**src/design/fat16_chain_table_generator_macros.svh**
```systemverilog
// assertion macros for the fat16 chain table generator controller
// no dependencies; included by fctg_ctrl, the module that carries checks
`ifndef FAT16_CHAIN_TABLE_GENERATOR_MACROS_SVH
`define FAT16_CHAIN_TABLE_GENERATOR_MACROS_SVH

// same-cycle implication under synchronous reset
`define FCTG_ASSERT_NOW(lbl, clk, rst_n, ante, cons) \
    lbl: assert property (@(posedge clk) disable iff (!(rst_n)) (ante) |-> (cons)) \
        else $error("fctg check failed");

// next-cycle implication under synchronous reset
`define FCTG_ASSERT_NEXT(lbl, clk, rst_n, ante, cons) \
    lbl: assert property (@(posedge clk) disable iff (!(rst_n)) (ante) |=> (cons)) \
        else $error("fctg check failed");

`endif

```
**src/design/fctg_pkg.sv**
```systemverilog
// shared constants, command codes and controller command type
// used by fctg_ctrl, fctg_datapath and the top level
`default_nettype none

package fctg_pkg;

    // layout sizing
    localparam int NUM_FILES     = 8;
    localparam int CLUSTER_BYTES = 2048;  // power of two
    localparam int CLUSTER_SHIFT = $clog2(CLUSTER_BYTES);
    localparam int SLOT_IW       = (NUM_FILES > 1) ? $clog2(NUM_FILES) : 1;

    // field widths
    localparam int CMD_W   = 2;
    localparam int SIZE_W  = 32;
    localparam int CLUS_W  = 16;
    localparam int SLOTS_W = 4;

    // stream word widths
    localparam int S_TDATA_W = 56;
    localparam int M_TDATA_W = 72;

    // command codes
    localparam logic [CMD_W-1:0] CMD_START = 2'd0;
    localparam logic [CMD_W-1:0] CMD_PLACE = 2'd1;
    localparam logic [CMD_W-1:0] CMD_READ  = 2'd2;

    // table entry codes
    localparam logic [CLUS_W-1:0] FAT_BAD    = 16'hFFF7;
    localparam logic [CLUS_W-1:0] FAT_MEDIA  = 16'hFFF8;
    localparam logic [CLUS_W-1:0] FAT_EOC    = 16'hFFFF;
    localparam logic [CLUS_W-1:0] FIRST_DATA = 16'd2;

    // controller to datapath commands
    typedef struct packed {
        logic capture;  // latch the incoming word
        logic execute;  // update layout state and load the result register
    } t_ctrl_cmd;

endpackage

`default_nettype wire

```
**src/design/fctg_ctrl.sv**
```systemverilog
// handshake controller: input capture, execute slot and result valid flag
// depends on fctg_pkg and the assertion macro header
`default_nettype none
`include "fat16_chain_table_generator_macros.svh"

module fctg_ctrl (
    input  wire                   i_clk,
    input  wire                   i_rst_n,
    input  wire                   i_s_tvalid,
    output logic                  o_s_tready,
    output logic                  o_m_tvalid,
    input  wire                   i_m_tready,
    output fctg_pkg::t_ctrl_cmd   o_cmd
);

    localparam logic S_IDLE = 1'b0;
    localparam logic S_EXEC = 1'b1;

    logic r_state;
    logic n_state;
    logic r_out_valid;
    logic n_out_valid;
    logic w_out_free;

    assign w_out_free = !r_out_valid || i_m_tready;
    assign o_s_tready = (r_state == S_IDLE);
    assign o_m_tvalid = r_out_valid;

    always_comb begin
        n_state       = r_state;
        o_cmd.capture = 1'b0;
        o_cmd.execute = 1'b0;
        unique case (r_state)
            S_IDLE: begin
                if (i_s_tvalid) begin
                    o_cmd.capture = 1'b1;
                    n_state       = S_EXEC;
                end
            end
            S_EXEC: begin
                if (w_out_free) begin
                    o_cmd.execute = 1'b1;
                    n_state       = S_IDLE;
                end
            end
            default: n_state = S_IDLE;
        endcase
    end

    always_comb begin
        n_out_valid = r_out_valid;
        if (o_cmd.execute) begin
            n_out_valid = 1'b1;
        end else if (r_out_valid && i_m_tready) begin
            n_out_valid = 1'b0;
        end
    end

    always_ff @(posedge i_clk) begin
        if (!i_rst_n) begin
            r_state     <= S_IDLE;
            r_out_valid <= 1'b0;
        end else begin
            r_state     <= n_state;
            r_out_valid <= n_out_valid;
        end
    end

    `FCTG_ASSERT_NOW(a_no_overlap, i_clk, i_rst_n, 1'b1, !(o_cmd.capture && o_cmd.execute))
    `FCTG_ASSERT_NOW(a_exec_free, i_clk, i_rst_n, o_cmd.execute, (!r_out_valid || i_m_tready))
    `FCTG_ASSERT_NEXT(a_exec_valid, i_clk, i_rst_n, o_cmd.execute, r_out_valid)
    `FCTG_ASSERT_NEXT(a_capture_exec, i_clk, i_rst_n, o_cmd.capture, (r_state == S_EXEC))

endmodule

`default_nettype wire

```
**src/design/fctg_datapath.sv**
```systemverilog
// layout state, cluster allocation, table entry lookup and result register
// depends on fctg_pkg; driven by fctg_ctrl commands
`default_nettype none

module fctg_datapath (
    input  wire                                  i_clk,
    input  wire                                  i_rst_n,
    input  fctg_pkg::t_ctrl_cmd                  i_cmd,
    input  wire [fctg_pkg::CMD_W-1:0]            i_command,
    input  wire                                  i_file_valid,
    input  wire [fctg_pkg::SIZE_W-1:0]           i_file_size,
    input  wire [fctg_pkg::CLUS_W-1:0]           i_entry_index,
    output logic [fctg_pkg::CLUS_W-1:0]          o_fat_entry,
    output logic [fctg_pkg::CLUS_W-1:0]          o_file_start,
    output logic [fctg_pkg::CLUS_W-1:0]          o_file_end,
    output logic [fctg_pkg::CLUS_W-1:0]          o_disk_end,
    output logic                                 o_slot_overflow
);

    localparam int CW = fctg_pkg::CLUS_W;

    // captured item
    logic [fctg_pkg::CMD_W-1:0]  r_command;
    logic                        r_file_valid;
    logic [fctg_pkg::SIZE_W-1:0] r_file_size;
    logic [CW-1:0]               r_entry_index;

    // layout state
    logic [CW-1:0]                r_next_cluster;
    logic [fctg_pkg::SLOTS_W-1:0] r_slots_used;
    logic [CW-1:0]                r_end_store [fctg_pkg::NUM_FILES];

    // next values
    logic [CW-1:0] n_fat_entry;
    logic [CW-1:0] n_file_start;
    logic [CW-1:0] n_file_end;
    logic [CW-1:0] n_disk_end;
    logic          n_slot_overflow;

    logic [fctg_pkg::SIZE_W:0] w_round;
    logic [CW-1:0]             w_clusters;
    logic [CW-1:0]             w_next_ptr;
    logic [CW-1:0]             w_last;
    logic                      w_full;
    logic [CW-1:0]             w_base;
    logic                      w_end_hit;
    logic [fctg_pkg::SLOT_IW-1:0] w_slot;

    // ceiling divide by a power-of-two cluster size
    assign w_round    = {1'b0, r_file_size} + (fctg_pkg::SIZE_W+1)'(fctg_pkg::CLUSTER_BYTES - 1);
    assign w_clusters = CW'(w_round >> fctg_pkg::CLUSTER_SHIFT);
    assign w_next_ptr = r_next_cluster + w_clusters;
    assign w_last     = w_next_ptr - CW'(1);
    assign w_full     = (r_slots_used >= fctg_pkg::SLOTS_W'(fctg_pkg::NUM_FILES));
    assign w_slot     = r_slots_used[fctg_pkg::SLOT_IW-1:0];
    assign w_base     = {r_entry_index[CW-1:8], 8'h00};

    always_comb begin
        w_end_hit = 1'b0;
        for (int i = 0; i < fctg_pkg::NUM_FILES; i++) begin
            if (r_end_store[i] == r_entry_index) begin
                w_end_hit = 1'b1;
            end
        end
    end

    always_comb begin
        n_fat_entry     = '0;
        n_file_start    = '0;
        n_file_end      = '0;
        n_disk_end      = r_next_cluster;
        n_slot_overflow = 1'b0;
        unique case (r_command)
            fctg_pkg::CMD_START: begin
                n_disk_end = fctg_pkg::FIRST_DATA;
            end
            fctg_pkg::CMD_PLACE: begin
                if (w_full) begin
                    n_slot_overflow = 1'b1;
                end else if (r_file_valid) begin
                    n_file_start = r_next_cluster;
                    n_file_end   = w_last;
                    n_disk_end   = w_next_ptr;
                end else begin
                    n_file_start = fctg_pkg::FAT_EOC;
                    n_file_end   = fctg_pkg::FAT_EOC;
                end
            end
            fctg_pkg::CMD_READ: begin
                if (w_base >= r_next_cluster) begin
                    n_fat_entry = fctg_pkg::FAT_BAD;
                end else if (r_entry_index == '0) begin
                    n_fat_entry = fctg_pkg::FAT_MEDIA;
                end else if (r_entry_index == CW'(1)) begin
                    n_fat_entry = fctg_pkg::FAT_EOC;
                end else if (r_entry_index >= r_next_cluster) begin
                    n_fat_entry = fctg_pkg::FAT_BAD;
                end else if (w_end_hit) begin
                    n_fat_entry = fctg_pkg::FAT_EOC;
                end else begin
                    n_fat_entry = r_entry_index + CW'(1);
                end
            end
            default: ;
        endcase
    end

    // item capture
    always_ff @(posedge i_clk) begin
        if (i_cmd.capture) begin
            r_command     <= i_command;
            r_file_valid  <= i_file_valid;
            r_file_size   <= i_file_size;
            r_entry_index <= i_entry_index;
        end
    end

    // layout state
    always_ff @(posedge i_clk) begin
        if (!i_rst_n || (i_cmd.execute && r_command == fctg_pkg::CMD_START)) begin
            r_next_cluster <= fctg_pkg::FIRST_DATA;
            r_slots_used   <= '0;
            for (int i = 0; i < fctg_pkg::NUM_FILES; i++) begin
                r_end_store[i] <= fctg_pkg::FAT_EOC;
            end
        end else if (i_cmd.execute && r_command == fctg_pkg::CMD_PLACE && !w_full) begin
            r_slots_used <= r_slots_used + fctg_pkg::SLOTS_W'(1);
            if (r_file_valid) begin
                r_next_cluster      <= w_next_ptr;
                r_end_store[w_slot] <= w_last;
            end else begin
                r_end_store[w_slot] <= fctg_pkg::FAT_EOC;
            end
        end
    end

    // result register
    always_ff @(posedge i_clk) begin
        if (i_cmd.execute) begin
            o_fat_entry     <= n_fat_entry;
            o_file_start    <= n_file_start;
            o_file_end      <= n_file_end;
            o_disk_end      <= n_disk_end;
            o_slot_overflow <= n_slot_overflow;
        end
    end

endmodule

`default_nettype wire

```
**src/design/fat16_chain_table_generator.sv**
```systemverilog
// top level of the fat16 chain table generator
// depends on fctg_pkg, fctg_ctrl and fctg_datapath
//
// usage
//   slave stream carries commands: tuser holds the command code (start layout,
//   place next file slot, read table entry); tdata holds the file flag, file
//   size and table entry index. master stream returns exactly one word per
//   command with the table entry, file start and end clusters, the first free
//   cluster after the command and the slot overflow flag.
// timing
//   a command is captured into the input register at its accepting edge and the
//   controller moves to the execute state, where it waits until the output
//   register is free and then executes, loading the result word; a new command
//   is taken only once the last one has executed. the next command is taken
//   while a result still waits in the output register. the read lookup compares
//   the entry against all stored end clusters in parallel in the execute cycle.
// reset
//   synchronous active-low reset empties the output, sets the first free
//   cluster to 2 and marks every file slot unused; a start command does the
//   same to the layout.
// backpressure
//   while the master side stalls the result holds; one further command is
//   captured and then waits in the execute state until the output frees up.
`default_nettype none

module fat16_chain_table_generator (
    input  wire                                 i_clk,
    input  wire                                 i_rst_n,
    // slave side
    input  wire                                 i_s_tvalid,
    output logic                                o_s_tready,
    // tdata: file_valid[0], file_size[32:1], entry_index[48:33], zero pad [55:49]
    input  wire [fctg_pkg::S_TDATA_W-1:0]       i_s_tdata,
    // tuser: command[1:0]
    input  wire [fctg_pkg::CMD_W-1:0]           i_s_tuser,
    // master side
    output logic                                o_m_tvalid,
    input  wire                                 i_m_tready,
    // tdata: fat_entry[15:0], file_start[31:16], file_end[47:32],
    //        disk_end[63:48], slot_overflow[64], zero pad [71:65]
    output logic [fctg_pkg::M_TDATA_W-1:0]      o_m_tdata
);

    fctg_pkg::t_ctrl_cmd w_cmd;

    logic [fctg_pkg::CLUS_W-1:0] w_fat_entry;
    logic [fctg_pkg::CLUS_W-1:0] w_file_start;
    logic [fctg_pkg::CLUS_W-1:0] w_file_end;
    logic [fctg_pkg::CLUS_W-1:0] w_disk_end;
    logic                        w_slot_overflow;

    // handshake and sequencing
    fctg_ctrl u_ctrl (
        .i_clk      (i_clk),
        .i_rst_n    (i_rst_n),
        .i_s_tvalid (i_s_tvalid),
        .o_s_tready (o_s_tready),
        .o_m_tvalid (o_m_tvalid),
        .i_m_tready (i_m_tready),
        .o_cmd      (w_cmd)
    );

    // layout state and result computation
    fctg_datapath u_datapath (
        .i_clk           (i_clk),
        .i_rst_n         (i_rst_n),
        .i_cmd           (w_cmd),
        .i_command       (i_s_tuser),
        .i_file_valid    (i_s_tdata[0]),
        .i_file_size     (i_s_tdata[32:1]),
        .i_entry_index   (i_s_tdata[48:33]),
        .o_fat_entry     (w_fat_entry),
        .o_file_start    (w_file_start),
        .o_file_end      (w_file_end),
        .o_disk_end      (w_disk_end),
        .o_slot_overflow (w_slot_overflow)
    );

    // pack the result word, lowest field first
    assign o_m_tdata = {7'd0, w_slot_overflow, w_disk_end, w_file_end,
                        w_file_start, w_fat_entry};

endmodule

`default_nettype wire

```
**config.mk**
```make
export PLATFORM = sky130hd
export DESIGN_NAME = fat16_chain_table_generator
export DESIGN_NICKNAME = d
export VERILOG_FILES = /design/src/design/fctg_pkg.sv /design/src/design/fctg_ctrl.sv /design/src/design/fctg_datapath.sv /design/src/design/fat16_chain_table_generator.sv
export VERILOG_INCLUDE_DIRS = /design/src /design/src/design
export SDC_FILE = /design/constraint.sdc
export NUM_CORES = 1
export LEC_CHECK = 0
export ABC_AREA = 1
export ABC_CLOCK_PERIOD_IN_PS = 8100
export BUFFER_PORTS_ARGS = -buffer_cell sky130_fd_sc_hd__buf_2
export CORE_MARGIN = 3
export CORE_UTILIZATION = 25
export DETAILED_ROUTE_END_ITERATION = 12
export PLACE_DENSITY = 0.45
export SETUP_SLACK_MARGIN = 0.2
export SLEW_MARGIN = 20
export SYNTH_ARGS = -nofsm -noshare
export SYNTH_HDL_FRONTEND = slang
export SYNTH_SLANG_ARGS = --single-unit
```
**constraint.sdc**
```tcl
create_clock -name i_clk -period 8.1 [get_ports i_clk]
set_clock_uncertainty 0.05 [all_clocks]
set_input_delay 1.62 -clock i_clk [delete_from_list [all_inputs] [get_ports i_clk]]
set_output_delay 1.62 -clock i_clk [all_outputs]
set_load 0.05 [all_outputs]
```
## Word level (Yosys, flattened, before mapping)

Memories as Yosys holds them, arrays and structs flattened.
Index checks and enable logic that the tools add are counted.

- Register bits after elaboration: 133
- Bits in writable memories: 128
- Bits of input ports: 62
- Output and inout port bits: 74
- Memories kept: 1

- Add/subtract/negate cells: 5
- $lt $le $gt $ge: 3
- Equality and inequality tests: 11
- Mux-type cells: 41
- Bitwise gates (word level): 4
- Reductions and logical operators: 15

Memory list:

| memory | words | bits a word | read ports | clocked after memory_dff | write ports | line | source |
|---|---|---|---|---|---|---|---|
| u_datapath.r_end_store | 8 | 16 | 8 | 0 | 8 | fctg_datapath.sv:31 | `logic [CW-1:0] r_end_store [fctg_pkg::NUM_FILES];` |

Operators with widths:

| cell | number |
|---|---|
| 16-bit 2-to-1 mux | 11 |
| 16-bit == test | 8 |
| 16-bit >= comparator | 2 |
| 16-bit one-hot mux with 2 select lines | 1 |
| 27-bit by 11-bit adder with 27-bit output, second input constant | 1 |
| 1-bit 2-to-1 mux | 27 |
| 16-bit by 1-bit adder with 16-bit output, second input constant | 1 |
| 16-bit adder | 1 |
| 16-bit by 1-bit == test with 1-bit output, second input constant | 1 |
| 16-bit logical NOT | 1 |
| 16-bit OR reduction | 1 |
| 16-bit by 1-bit subtractor with 16-bit output, second input constant | 1 |
| 4-bit by 1-bit adder with 4-bit output, second input constant | 1 |
| 4-bit >= comparator, second input constant | 1 |
| 1-bit logical AND | 4 |
| 2-bit OR reduction | 2 |
| 1-bit logical NOT | 3 |
| 3-bit 2-to-1 mux | 1 |
| 1-bit inverter | 3 |
| 2-bit by 1-bit == test with 1-bit output, second input constant | 1 |
| 2-bit == test, second input constant | 1 |
| 2-bit logical NOT | 1 |
| 1-bit logical OR | 2 |
| 1-bit one-hot mux with 2 select lines | 1 |
| 2 further kinds | 2 |

## Depth between registers and ports, before layout

Gate-level depths: netlist of run 1.
An unclocked memory read counts as a cell.

- Depth after elaboration: 15
- Gate-level depth with buffers: 29

## Modules after synthesis

Synthesis of run 1 repeated with hierarchy kept, for this count alone.

- Cells, all modules: 1465
- Area, all modules: 13984.7 sq um

By module, submodules not included:

| module | times used | cells each | area each (sq um) | seq. area each (sq um) |
|---|---|---|---|---|
| fctg_datapath | 1 | 1444 | 13829.5 | 7577.3 |
| fctg_ctrl | 1 | 12 | 91.3 | 40.0 |
| fat16_chain_table_generator | 1 | 9 | 63.8 | 0.0 |

## Worst setup path after synthesis of run 1

No wires, ideal clock.

- Kind: input -> register
- Start: input port i_m_tready
- End: memory u_datapath.r_end_store[0][0] (netlist name) (enable)
- Arrival: 4.727 ns
- Setup slack: 2.912 ns
- Stages on the path: 11
- Cell sequence: inv_1 > nand2_1 > nand2_1 > inv_1 > nand3_1 > nand2_1 > nor2_2 > inv_2 > nor2_1 > inv_2 > o21ai_0

RTL lines:

| item | line | source |
|---|---|---|
| start, declared | fat16_chain_table_generator.sv:38 | `input wire i_m_tready,` |
| end, declared | fctg_datapath.sv:31 |  |

==> impl_metrics.csv, run 1 <==
group,metric,value,unit
run_status,outcome,"complete, no violations",
floorplan,num_rows,86,
sta,drv_slew,0,
grt,grt_first_pass_wirelength,60.2,mm
clock_tree,clk_pin_slew,0.06,ns
grt,grt-ovfl-total,0,
sta,final.period_utilization,53.3,%
route,drc_errors,0,
route,vias,10318,
placement,place_area,15400,sq um
sta,setup_violations,0,
clock_tree,clockBufferDepth,3,
grt,antenna_found_initial,1,
power,p_per_area,204,nW/um^2
sta,min_period,4.31,ns
synth,seq_area_frac_synth,54.2,%
sta,rsz0062_at_grt,"false",
clock_tree,cts_setup_buffers,0,
finish,stdcell_area,16300,sq um
floorplan,initial_core_util,25.4,%
finish,antenna_cells,0,
grt,grtUsageTotal,13.4,%
worst_setup_path,startpoint_type,"flip-flop",
synth,syn_area,14000,sq um
synth,syn-instance-count,1462,
worst_setup_path,worstPathArrival,4.55,ns
worst_hold_path,min_path_type,"flip-flop to flip-flop",
sta,relSlewSlack,33.2,%
finish,syn2layout_area_growth,16.1,%
worst_setup_path,max_stage_delay,0.51,ns
clock_tree,clock_latency,0.58,ns
finish,drive_gt1_share,15.7,%
synth,synthArstFlopShare,0,%
floorplan,die_h,243,um
finish,seq_area,7620,sq um
grt,grt_pass1_vias,9856,
sta,finalHoldViolations,0,
grt,grt_max_degree,67,
clock_tree,cts_sinks,261,
clock_tree,root_buffer,"clkbuf_16",
synth,synthFlopType,"edfxtp_1",
floorplan,core,55300,sq um
route,via_per_inst,4.39,
worst_setup_path,cp_cell_sequence,"nor2_1 > nand2_1 > nor2_1 > nand2_1 > xor2_1 > ha_1 > inv_1 > fa_1 > inv_1 > nand3_1 > nand2_2 > nand2_2 > nand2_1 > nand2_1 > nand2_1 > nand2_1 > nor2_2 > inv_1 > o21ai_0 > nand2_1 > nor2_2 > nand2_1",
power,leakage,6.04,nW
floorplan,die_x,243,um
worst_setup_path,cp_common_cell,"nand2_1",
worst_setup_path,crit_path_max_fanout,8,
route,routedWlPerCell,17.1,um
sta,tns,0,ns
worst_setup_path,required,8.34,ns
worst_setup_path,cpMaxStageDelayCell,"nor2_2",
sta,fmax,0.232,GHz
placement,port_buffers,116,
route,drt_wl_total,40.2,mm
route,ant_nets,0,
placement,dp_hpwl,28.9,mm
clock_tree,htree_levels,1,
power,vdd_drop_max,0.180,mV
route,dr.first_iter.drc_count,753,
finish,fin_nets,1683,
clock_tree,cts_tree,"yes",
finish,fillerInstances,5888,
finish,multi_input_area,5480,sq um
finish,layout_common_cells,"nand2_1 (371), edfxtp_1 (239), inv_1 (157), buf_2 (116), nor2_1 (101)",
clock_tree,ctsHoldBuffers,0,
floorplan,dieArea,59000,sq um
placement,gp_congestion,0.857,
worst_setup_path,critical_path_class,"flip-flop to flip-flop",
synth,ys_types,44,
synth,synth_edf_count,239,
synth,ys_ff_latch,261,
sta,worst_pin_slew,0.996,ns
synth,ys_warn_count,0,
worst_setup_path,worst_setup_path_end_kind,"flip-flop",
route,dr.pass1.iters,5,
synth,avgSynthCellArea,9.60,sq um
finish,final_common_cell,"nand2_1",
clock_tree,numCtsBuffers,29,
run,cap_violations,0,
clock_tree,cts_resized,0,
floorplan,ios,136,
[state kept, by name (all words and copies together) (netlist names)]
| signal | flops |
|---|---|
| u_ctrl.o_m_tvalid | 1 |
| u_ctrl.r_state | 1 |
| u_datapath.o_disk_end | 16 |
| u_datapath.o_fat_entry | 16 |
| u_datapath.o_file_end | 16 |
| u_datapath.o_file_start | 16 |
| u_datapath.o_slot_overflow | 1 |
| u_datapath.r_command | 2 |
| u_datapath.r_end_store | 128 |
| u_datapath.r_entry_index | 16 |
| u_datapath.r_file_size | 27 |
| u_datapath.r_file_valid | 1 |
| u_datapath.r_next_cluster | 16 |
| u_datapath.r_slots_used | 4 |
[per-stage QoR]
stage	utilization, %	power [W]	setup slack (ns)	cells	hold WS (ns)
floorplan	-	0.00191	2.91	1468	0.431
CTS	29.5	0.00336	3.78	2353	0.443
global route	29.5	0.00345	3.37	2353	0.470
detailed placement	27.8	0.00207	3.57	2299	0.434
global placement	27.8	0.00207	3.62	2299	0.430
finish	29.5	0.00332	3.79	2353	0.443
[logic make-up after synthesis]
| family | Yosys count | synth area share (%) |
|---|---|---|
| compound gates | 142 | 5.44 |
| simple gates | 660 | 21.0 |
| buf+inv | 219 | 6.95 |
| other cells | 1 | 0.0267 |
| xor+xnor | 140 | 8.79 |
| fa+ha+maj | 39 | 3.53 |
| flops | 261 | 54.2 |
[cell usage after synthesis, types with 2 or more instances]
| cell type | instances | area, sq um |
|---|---|---|
| a21o_1 | 2 | 15.0 |
| a21oi_1 | 60 | 300 |
| and2_1 | 2 | 12.5 |
| buf_1 | 3 | 11.3 |
| buf_4 | 28 | 210 |
| buf_6 | 5 | 56.3 |
| clkbuf_1 | 14 | 52.6 |
| dfxtp_1 | 22 | 440 |
| edfxtp_1 | 239 | 7180 |
| ha_1 | 38 | 475 |
| inv_1 | 158 | 593 |
| inv_2 | 9 | 33.8 |
| nand2_1 | 371 | 1390 |
| nand2_2 | 13 | 81.3 |
| nand3_1 | 76 | 380 |
| nand3_2 | 2 | 20.0 |
| nand4_1 | 36 | 225 |
| nor2_1 | 103 | 387 |
| nor2_2 | 12 | 75.1 |
| nor2_4 | 15 | 169 |
| nor3_1 | 12 | 60.1 |
| nor3_2 | 4 | 40.0 |
| o21ai_0 | 49 | 245 |
| o22ai_1 | 24 | 150 |
| or2_2 | 9 | 56.3 |
| xnor2_1 | 92 | 806 |
| xor2_1 | 47 | 412 |
[worst max-delay path: cells and delay by family, from the launching register on]
family                     cells  cell delay, ns
adders and majority gates      2            0.72
and+or+nand+nor               15            2.04
DFF                            1            0.41
buffers and inverters          3            0.29
xor gates and xnor gates       1            0.35
AOI/OAI and AO/OA              1            0.15
[cell type report]
cell class	instances	area share, %
Tap cell	748	5.74
Inverter	167	3.85
Multi-Input combinational cell	988	33.6
Clock buffer	34	4.63
Sequential cell	261	46.7
Clock inverter	20	0.975
Timing Repair Buffer	135	4.44
[where the power goes]
| group | leakage [nW] | switching, W | internal, W |
|---|---|---|---|
| Sequential | 2.12 | 0.0000357 | 0.00152 |
| Combinational | 3.47 | 0.000364 | 0.000120 |
| Clock | 0.449 | 0.000571 | 0.000706 |
| Total | 6.04 | 0.000971 | 0.00235 |
[final timing paths]
check,startpoint,end,slack [ns],cells after the start
setup reg to reg,u_datapath.r_file_size[10]$_DFFE_PP_,u_datapath.r_end_store[4][9]$_SDFFCE_PN1P_,3.79,22
hold reg to reg,u_ctrl.o_m_tvalid$_SDFFE_PN0P_,u_ctrl.o_m_tvalid$_SDFFE_PN0P_,0.44,2
hold / removal,u_ctrl.o_m_tvalid$_SDFFE_PN0P_,u_ctrl.o_m_tvalid$_SDFFE_PN0P_,0.44,2
setup / recovery,u_datapath.r_file_size[10]$_DFFE_PP_,u_datapath.r_end_store[4][9]$_SDFFCE_PN1P_,3.79,22
[routing by layer]
metal  global-route usage, %  vias up  part of all wire, %
li1                        -     5084                    -
met1                    20.0     4908                   50
met2                    19.6      269                   42
met3                    2.20       57                  5.4
met4                    4.01        0                  2.7
met5                       0        -                    0
Note: power is estimated with default switching activity, not from simulation.
==> inputs of run 2 (changes only) <==
--- a/config.mk
+++ b/config.mk
@@ -7,7 +7,7 @@
 export NUM_CORES = 1
 export LEC_CHECK = 0
 export ABC_AREA = 1
-export ABC_CLOCK_PERIOD_IN_PS = 8100
+export ABC_CLOCK_PERIOD_IN_PS = 4100
 export BUFFER_PORTS_ARGS = -buffer_cell sky130_fd_sc_hd__buf_2
 export CORE_MARGIN = 3
 export CORE_UTILIZATION = 25
==> constraint.sdc (replaced) <==
create_clock -name i_clk -period 4.1 [get_ports i_clk]
set_clock_uncertainty 0.05 [all_clocks]
set_input_delay 0.82 -clock i_clk [delete_from_list [all_inputs] [get_ports i_clk]]
set_output_delay 0.82 -clock i_clk [all_outputs]
set_load 0.05 [all_outputs]
==> impl_metrics.csv, run 2 (synthesized netlist as in run 1, its figures left out) <==
group,metric,value,unit
clock_tree,root_buffer,"clkbuf_16",
worst_setup_path,startpoint_type,"flip-flop",
finish,antenna_cells,0,
worst_setup_path,worst_setup_path_end_kind,"flip-flop",
clock_tree,numCtsBuffers,30,
grt,grt_pass1_vias,10231,
grt,grt_max_degree,67,
finish,drive_gt1_share,23.2,%
floorplan,dieArea,59000,sq um
run,cap_violations,0,
finish,largest_reg_flops,128,
sta,worst_pin_slew,1.09,ns
clock_tree,ctsHoldBuffers,0,
route,vias,10537,
power,p_switching,0.00200,W
sta,fmax,0.268,GHz
placement,gp_congestion,0.862,
worst_setup_path,cpMaxStageDelayCell,"edfxtp_1",
power,p_per_area,407,nW/um^2
power,p_int,0.00505,W
power,p_sw_share,28.4,%
grt,grtUsageTotal,13.8,%
finish,fin_nets,1740,
clock_tree,cts_sinks,261,
sta,drv_slew,0,
floorplan,initial_core_util,25.4,%
power,vdd_drop_max,0.330,mV
sta,min_period,3.73,ns
finish,fin_util,31.4,%
floorplan,core,55300,sq um
worst_setup_path,critical_path_class,"flip-flop to flip-flop",
power,fin_total_pwr,0.00705,W
route,drt_wl_total,41.6,mm
worst_setup_path,worstPathArrival,4.00,ns
finish,layout_common_cells,"nand2_1 (340), edfxtp_1 (239), inv_1 (152), buf_2 (116), xnor2_1 (91)",
route,drc_errors,0,
finish,final_common_cell,"nand2_1",
power,comb_power_share,15.9,%
sta,relSlewSlack,27.3,%
route,routedWlPerCell,17.2,um
worst_hold_path,min_path_type,"primary input to flip-flop",
floorplan,ios,136,
grt,antenna_found_initial,0,
worst_setup_path,crit_path_max_fanout,8,
power,power.share.clock,40.6,%
finish,syn2layout_area_growth,23.5,%
sta,holdWs,0.355,ns
worst_setup_path,max_stage_delay,0.38,ns
clock_tree,clockBufferDepth,3,
floorplan,die_h,243,um
finish,reg_top3,"u_datapath.r_end_store (128), u_datapath.r_file_size (27)",
clock_tree,clock_latency,0.59,ns
power,leakage,6.47,nW
clock_tree,htree_levels,1,
worst_setup_path,required,4.38,ns
placement,port_buffers,116,
sta,setup_violations,0,
route,ant_nets,0,
placement,dp_hpwl,30.2,mm
sta,final.period_utilization,90.9,%
grt,grt-ovfl-total,0,
route,via_per_inst,4.37,
sta,tns,0,ns
clock_tree,clk_pin_slew,0.06,ns
run_status,outcome,"complete, no violations",
sta,rsz0062_at_grt,"true",
floorplan,die_x,243,um
clock_tree,cts_tree,"yes",
worst_setup_path,cp_common_cell,"nand2_2",
power,pwr-share-seq,43.5,%
route,dr.pass1.iters,5,
grt,grt_first_pass_wirelength,62.8,mm
sta,finalHoldViolations,0,
floorplan,num_rows,86,
finish,top_register,"u_datapath.r_end_store",
route,dr.first_iter.drc_count,691,
## run 2: cell count changes in the layout (fill, tap and decap cells not counted), sizes merged
cell      delta
buf         +56
bufinv       +4
inv          -2
clkbuf       -1
clkinvlp     +1
## run 2: metrics by stage
stage / setup slack, ns / instances / instance area (sq um)
floorplan: 0.0721 / 1468 / 14100
global placement: 0.191 / 2343 / 15800
detailed placement: 0.154 / 2343 / 15800
CTS: 0.201 / 2399 / 16900
global route: 0.0954 / 2411 / 17300
finish: 0.374 / 2411 / 17300
## run 2: final timing paths
path / endpoint / cells past startpoint / slack, ns / from
worst max-delay path: u_datapath.r_end_store[1][15]$_SDFFCE_PN1P_ / 29 / 0.37 / u_datapath.r_file_size[10]$_DFFE_PP_
worst min-delay path: u_datapath.r_file_valid$_DFFE_PP_ / 1 / 0.36 / i_s_tdata[0]
worst max register to register: u_datapath.r_end_store[1][15]$_SDFFCE_PN1P_ / 29 / 0.37 / u_datapath.r_file_size[10]$_DFFE_PP_
worst min register to register: u_ctrl.o_m_tvalid$_SDFFE_PN0P_ / 2 / 0.46 / u_ctrl.o_m_tvalid$_SDFFE_PN0P_
## run 2: power groups by stage
| stage | combinational [W] | clock [W] | sequential, W |
|---|---|---|---|
| finish | 0.00112 | 0.00286 | 0.00307 |
| global route | 0.00122 | 0.00304 | 0.00307 |
| CTS | 0.00108 | 0.00294 | 0.00306 |
| detailed placement | 0.00107 | 0 | 0.00312 |
| global placement | 0.00107 | 0 | 0.00312 |
| floorplan | 0.000532 | 0 | 0.00324 |
## run 2: critical path: cells and delay by family (launching register included)
kind / cells / cell delay, ns
buf+inv: 3 / 0.26
fa+ha+maj: 1 / 0.25
simple gates: 24 / 2.32
xor+xnor: 1 / 0.20
flops: 1 / 0.38
## run 2: final cells by class
| class | instances | area (sq um) |
|---|---|---|
| fill | 5751 | 38000 |
| sequential | 261 | 7620 |
| multi-input combinational | 988 | 5850 |
| timing repair buffer | 191 | 1250 |
| tap | 748 | 936 |
| clock buffer | 33 | 782 |
| inverter | 167 | 627 |
| clock inverter | 23 | 283 |
## run 2: metal layers
layer | track usage [%] | part of all wire, % | vias up
met5 | 0 | 0 | -
met4 | 3.13 | 2.0 | 0
met3 | 2.09 | 5.5 | 49
met2 | 21.1 | 44 | 251
met1 | 20.6 | 49 | 5056
li1 | - | - | 5181
## run 2: timing repair
action                                  in CTS  in global routing
buffers inserted                             0                 12
endpoints found under the setup margin      17                 81
gates resized for setup                      3                 93
pin swaps                                    0                 32
==> inputs of run 3 (changes only) <==
--- a/config.mk
+++ b/config.mk
@@ -6,14 +6,14 @@
 export SDC_FILE = /design/constraint.sdc
 export NUM_CORES = 1
 export LEC_CHECK = 0
-export ABC_AREA = 1
+export ABC_AREA = 0
 export ABC_CLOCK_PERIOD_IN_PS = 4100
 export BUFFER_PORTS_ARGS = -buffer_cell sky130_fd_sc_hd__buf_2
 export CORE_MARGIN = 3
 export CORE_UTILIZATION = 25
 export DETAILED_ROUTE_END_ITERATION = 12
 export PLACE_DENSITY = 0.45
-export SETUP_SLACK_MARGIN = 0.2
+export SETUP_SLACK_MARGIN = 0.4
 export SLEW_MARGIN = 20
 export SYNTH_ARGS = -nofsm -noshare
 export SYNTH_HDL_FRONTEND = slang
==> impl_metrics.csv, run 3 <==
group,metric,value,unit
run_status,outcome,"finished with violations",
run_status,violations,"setup timing",
synth,synth_most_common_cell,"edfxtp_1",
grt,grt_first_pass_wirelength,59.7,mm
sta,finalHoldViolations,0,
route,ant_nets,0,
worst_setup_path,cp_num_cells,17,
finish,instances_no_fill,2036,
synth,synth_area_leaders,"edfxtp_1 (55%), xnor2_1 (11%), nand2_1 (5.0%), ha_1 (3.7%), dfxtp_1 (3.4%)",
synth,syn-instance-count,1121,
sta,drv_slew,0,
clock_tree,clk_pin_slew,0.06,ns
finish,syn2layout_area_growth,31.5,%
synth,synth_top_family_by_area,"simple AND/OR/NAND/NOR gates",
synth,ys_types,66,
placement,dp_hpwl,27.8,mm
worst_setup_path,critical_path_class,"flip-flop to flip-flop",
floorplan,initial_core_util,25.6,%
clock_tree,clock_latency,0.57,ns
power,vdd_drop_max,0.304,mV
clock_tree,numCtsBuffers,29,
synth,ys_ff_latch,261,
floorplan,die_h,234,um
synth,synthFlopType,"edfxtp_1",
synth,synth_compound_area_share,7.94,%
grt,antenna_found_initial,0,
worst_setup_path,cp_common_cell,"buf_12",
finish,reg_top3,"u_datapath.r_end_store (128), u_datapath.r_file_size (27)",
route,via_per_inst,4.58,
grt,grt_max_degree,62,
worst_setup_path,required,4.34,ns
finish,top_register,"u_datapath.r_end_store",
sta,tns,-2.04,ns
grt,grt-ovfl-total,0,
worst_setup_path,worst_setup_path_end_kind,"flip-flop",
route,drc_errors,0,
worst_setup_path,startpoint_type,"flip-flop",
synth,synthArstFlopShare,0,%
sta,final.period_utilization,103,%
worst_setup_path,cp_top_family,"simple AND/OR/NAND/NOR gates",
floorplan,num_rows,82,
clock_tree,htree_levels,1,
floorplan,die_x,234,um
route,drt_wl_total,40.0,mm
synth,yosys-top-cells-count,"edfxtp_1 (239), nand2_1 (172), xnor2_1 (160), a21oi_1 (59), nor2_1 (59)",
synth,synth-simple-area-share,13.8,%
finish,fin_nets,1442,
clock_tree,root_buffer,"clkbuf_16",
sta,min_period,4.22,ns
worst_setup_path,crit_path_max_fanout,5,
power,p_per_area,419,nW/um^2
route,routedWlPerCell,19.6,um
synth,ys_warn_count,0,
sta,worst_pin_slew,1.01,ns
synth,synth_top_area_share,55.2,%
synth,avgSynthCellArea,11.6,sq um
worst_setup_path,worstPathArrival,4.47,ns
synth,synth_xor_xnor_area_share,12.4,%
worst_setup_path,crit_buf_inv,4,
worst_hold_path,min_path_type,"primary input to flip-flop",
clock_tree,ctsHoldBuffers,0,
floorplan,ios,136,
sta,setup_violations,31,
floorplan,dieArea,54800,sq um
finish,antenna_cells,0,
synth,yosysTopAreaCell,"edfxtp_1",
finish,layout_common_cells,"edfxtp_1 (239), xnor2_1 (148), nand2_1 (129), buf_2 (116), buf_4 (106)",
synth,syn_area,13000,sq um
worst_setup_path,reg2regPathDepth,17,
finish,largest_reg_flops,128,
synth,synth_edf_count,239,
worst_setup_path,cp_cell_sequence,"nor4_4 > a31oi_4 > nor2_2 > ha_2 > inv_2 > fa_2 > nand2b_4 > a211oi_4 > o211a_4 > o2111ai_4 > nor4bb_4 > or3_4 > buf_6 > buf_12 > xnor2_4 > buf_12 > a21oi_2",
synth,seq_area_frac_synth,58.6,%
sta,fmax,0.237,GHz
sta,rsz0062_at_grt,"true",
power,leakage,5.73,nW
run,cap_violations,0,
placement,place_inst,1968,
grt,grtUsageTotal,14.7,%
sta,final.setup.worst_slack,-0.124,ns
clock_tree,cts_sinks,261,
sta,relSlewSlack,32.5,%
worst_setup_path,max_stage_delay,0.40,ns
synth,synth-adder-area-share,3.81,%
placement,port_buffers,116,
worst_setup_path,cpMaxStageDelayCell,"edfxtp_1",
route,vias,9326,
finish,drive_gt1_share,31.6,%
placement,gp_congestion,0.805,
finish,fillerInstances,5123,
clock_tree,clockBufferDepth,3,
clock_tree,cts_tree,"yes",
synth,synth.mux.area_fraction,0.0770,%
grt,grt_pass1_vias,9377,
worst_hold_path,hold-path-cell-count,1,
route,dr.first_iter.drc_count,618,
finish,final_common_cell,"edfxtp_1",
power,fin_total_pwr,0.00717,W
route,dr.pass1.iters,5,
floorplan,core,50800,sq um
## run 3: cell types whose count changed in the layout (fill, tap and decap cells not counted), sizes merged, moves of 11 or more
cell   previous run  this run
xor2             48        24
nor4              1        20
o21ai            50        25
inv             168        33
nand2           385       172
o22ai            24         1
nor2            130        59
xnor2            92       160
buf             191       249
a21o              2        14
nand3            78        34
and3              1        12
## run 3: final cells by class
type / count / area (sq um) / area share [%]
Timing Repair Buffer: 250 / 1780 / 10.4
Tap cell: 672 / 841 / 4.92
Sequential cell: 261 / 7620 / 44.5
Inverter: 31 / 116 / 0.680
Multi-Input combinational cell: 768 / 5660 / 33.1
Clock inverter: 17 / 299 / 1.75
Clock buffer: 37 / 786 / 4.59
## run 3: what timing repair did
item | in CTS | in global routing
endpoints found under the setup margin | 88 | 102
buffers inserted | 8 | 5
pin swaps | 34 | 20
gates cloned | 0 | 1
gates resized for setup | 61 | 70
## run 3: metal layers
layer	track usage [%]	vias to the layer above	share of wire [%]
met1	21.6	4629	48
li1	-	4423	-
met4	2.58	0	1.6
met3	2.39	35	5.8
met5	0	-	0
met2	22.9	239	44
## run 3: path summary, 6_finish.rpt
path / start / endpoint / slack, ns
hold reg to reg: u_datapath.r_next_cluster[13]$_SDFFE_PP0P_ / u_datapath.r_next_cluster[13]$_SDFFE_PP0P_ / 0.46
setup reg to reg: u_datapath.r_file_size[3]$_DFFE_PP_ / u_datapath.o_file_end[14]$_SDFFCE_PP0P_ / -0.12
setup / recovery: u_datapath.r_file_size[3]$_DFFE_PP_ / u_datapath.o_file_end[14]$_SDFFCE_PP0P_ / -0.12
hold / removal: i_s_tdata[25] / u_datapath.r_file_size[24]$_DFFE_PP_ / 0.38
## run 3: power by group
part	internal [W]	switching [W]	total, W
clock network	0.00186	0.00109	0.00295
logic	0.000394	0.000745	0.00114
registers	0.00300	0.0000764	0.00308
total	0.00525	0.00191	0.00717
## run 3: stage by stage
step / hold slack, ns / area [sq um] / utilization (%) / setup WS, ns
2_1_floorplan: 0.417 / 13200 / - / 0.102
5_1_grt: 0.352 / 17100 / 33.7 / -0.306
3_3_place_gp: 0.446 / 15300 / 30.1 / -0.210
3_5_place_dp: 0.445 / 15300 / 30.1 / -0.214
6_report: 0.379 / 17100 / 33.7 / -0.124
4_1_cts: 0.341 / 16700 / 33.0 / -0.112
## run 3: logic make-up after synthesis
group / count (synthesis)
buf+inv: 98
mux: 1
xor+xnor: 184
fa+ha+maj: 39
compound gates: 155
other cells: 1
simple gates: 382
flops: 261
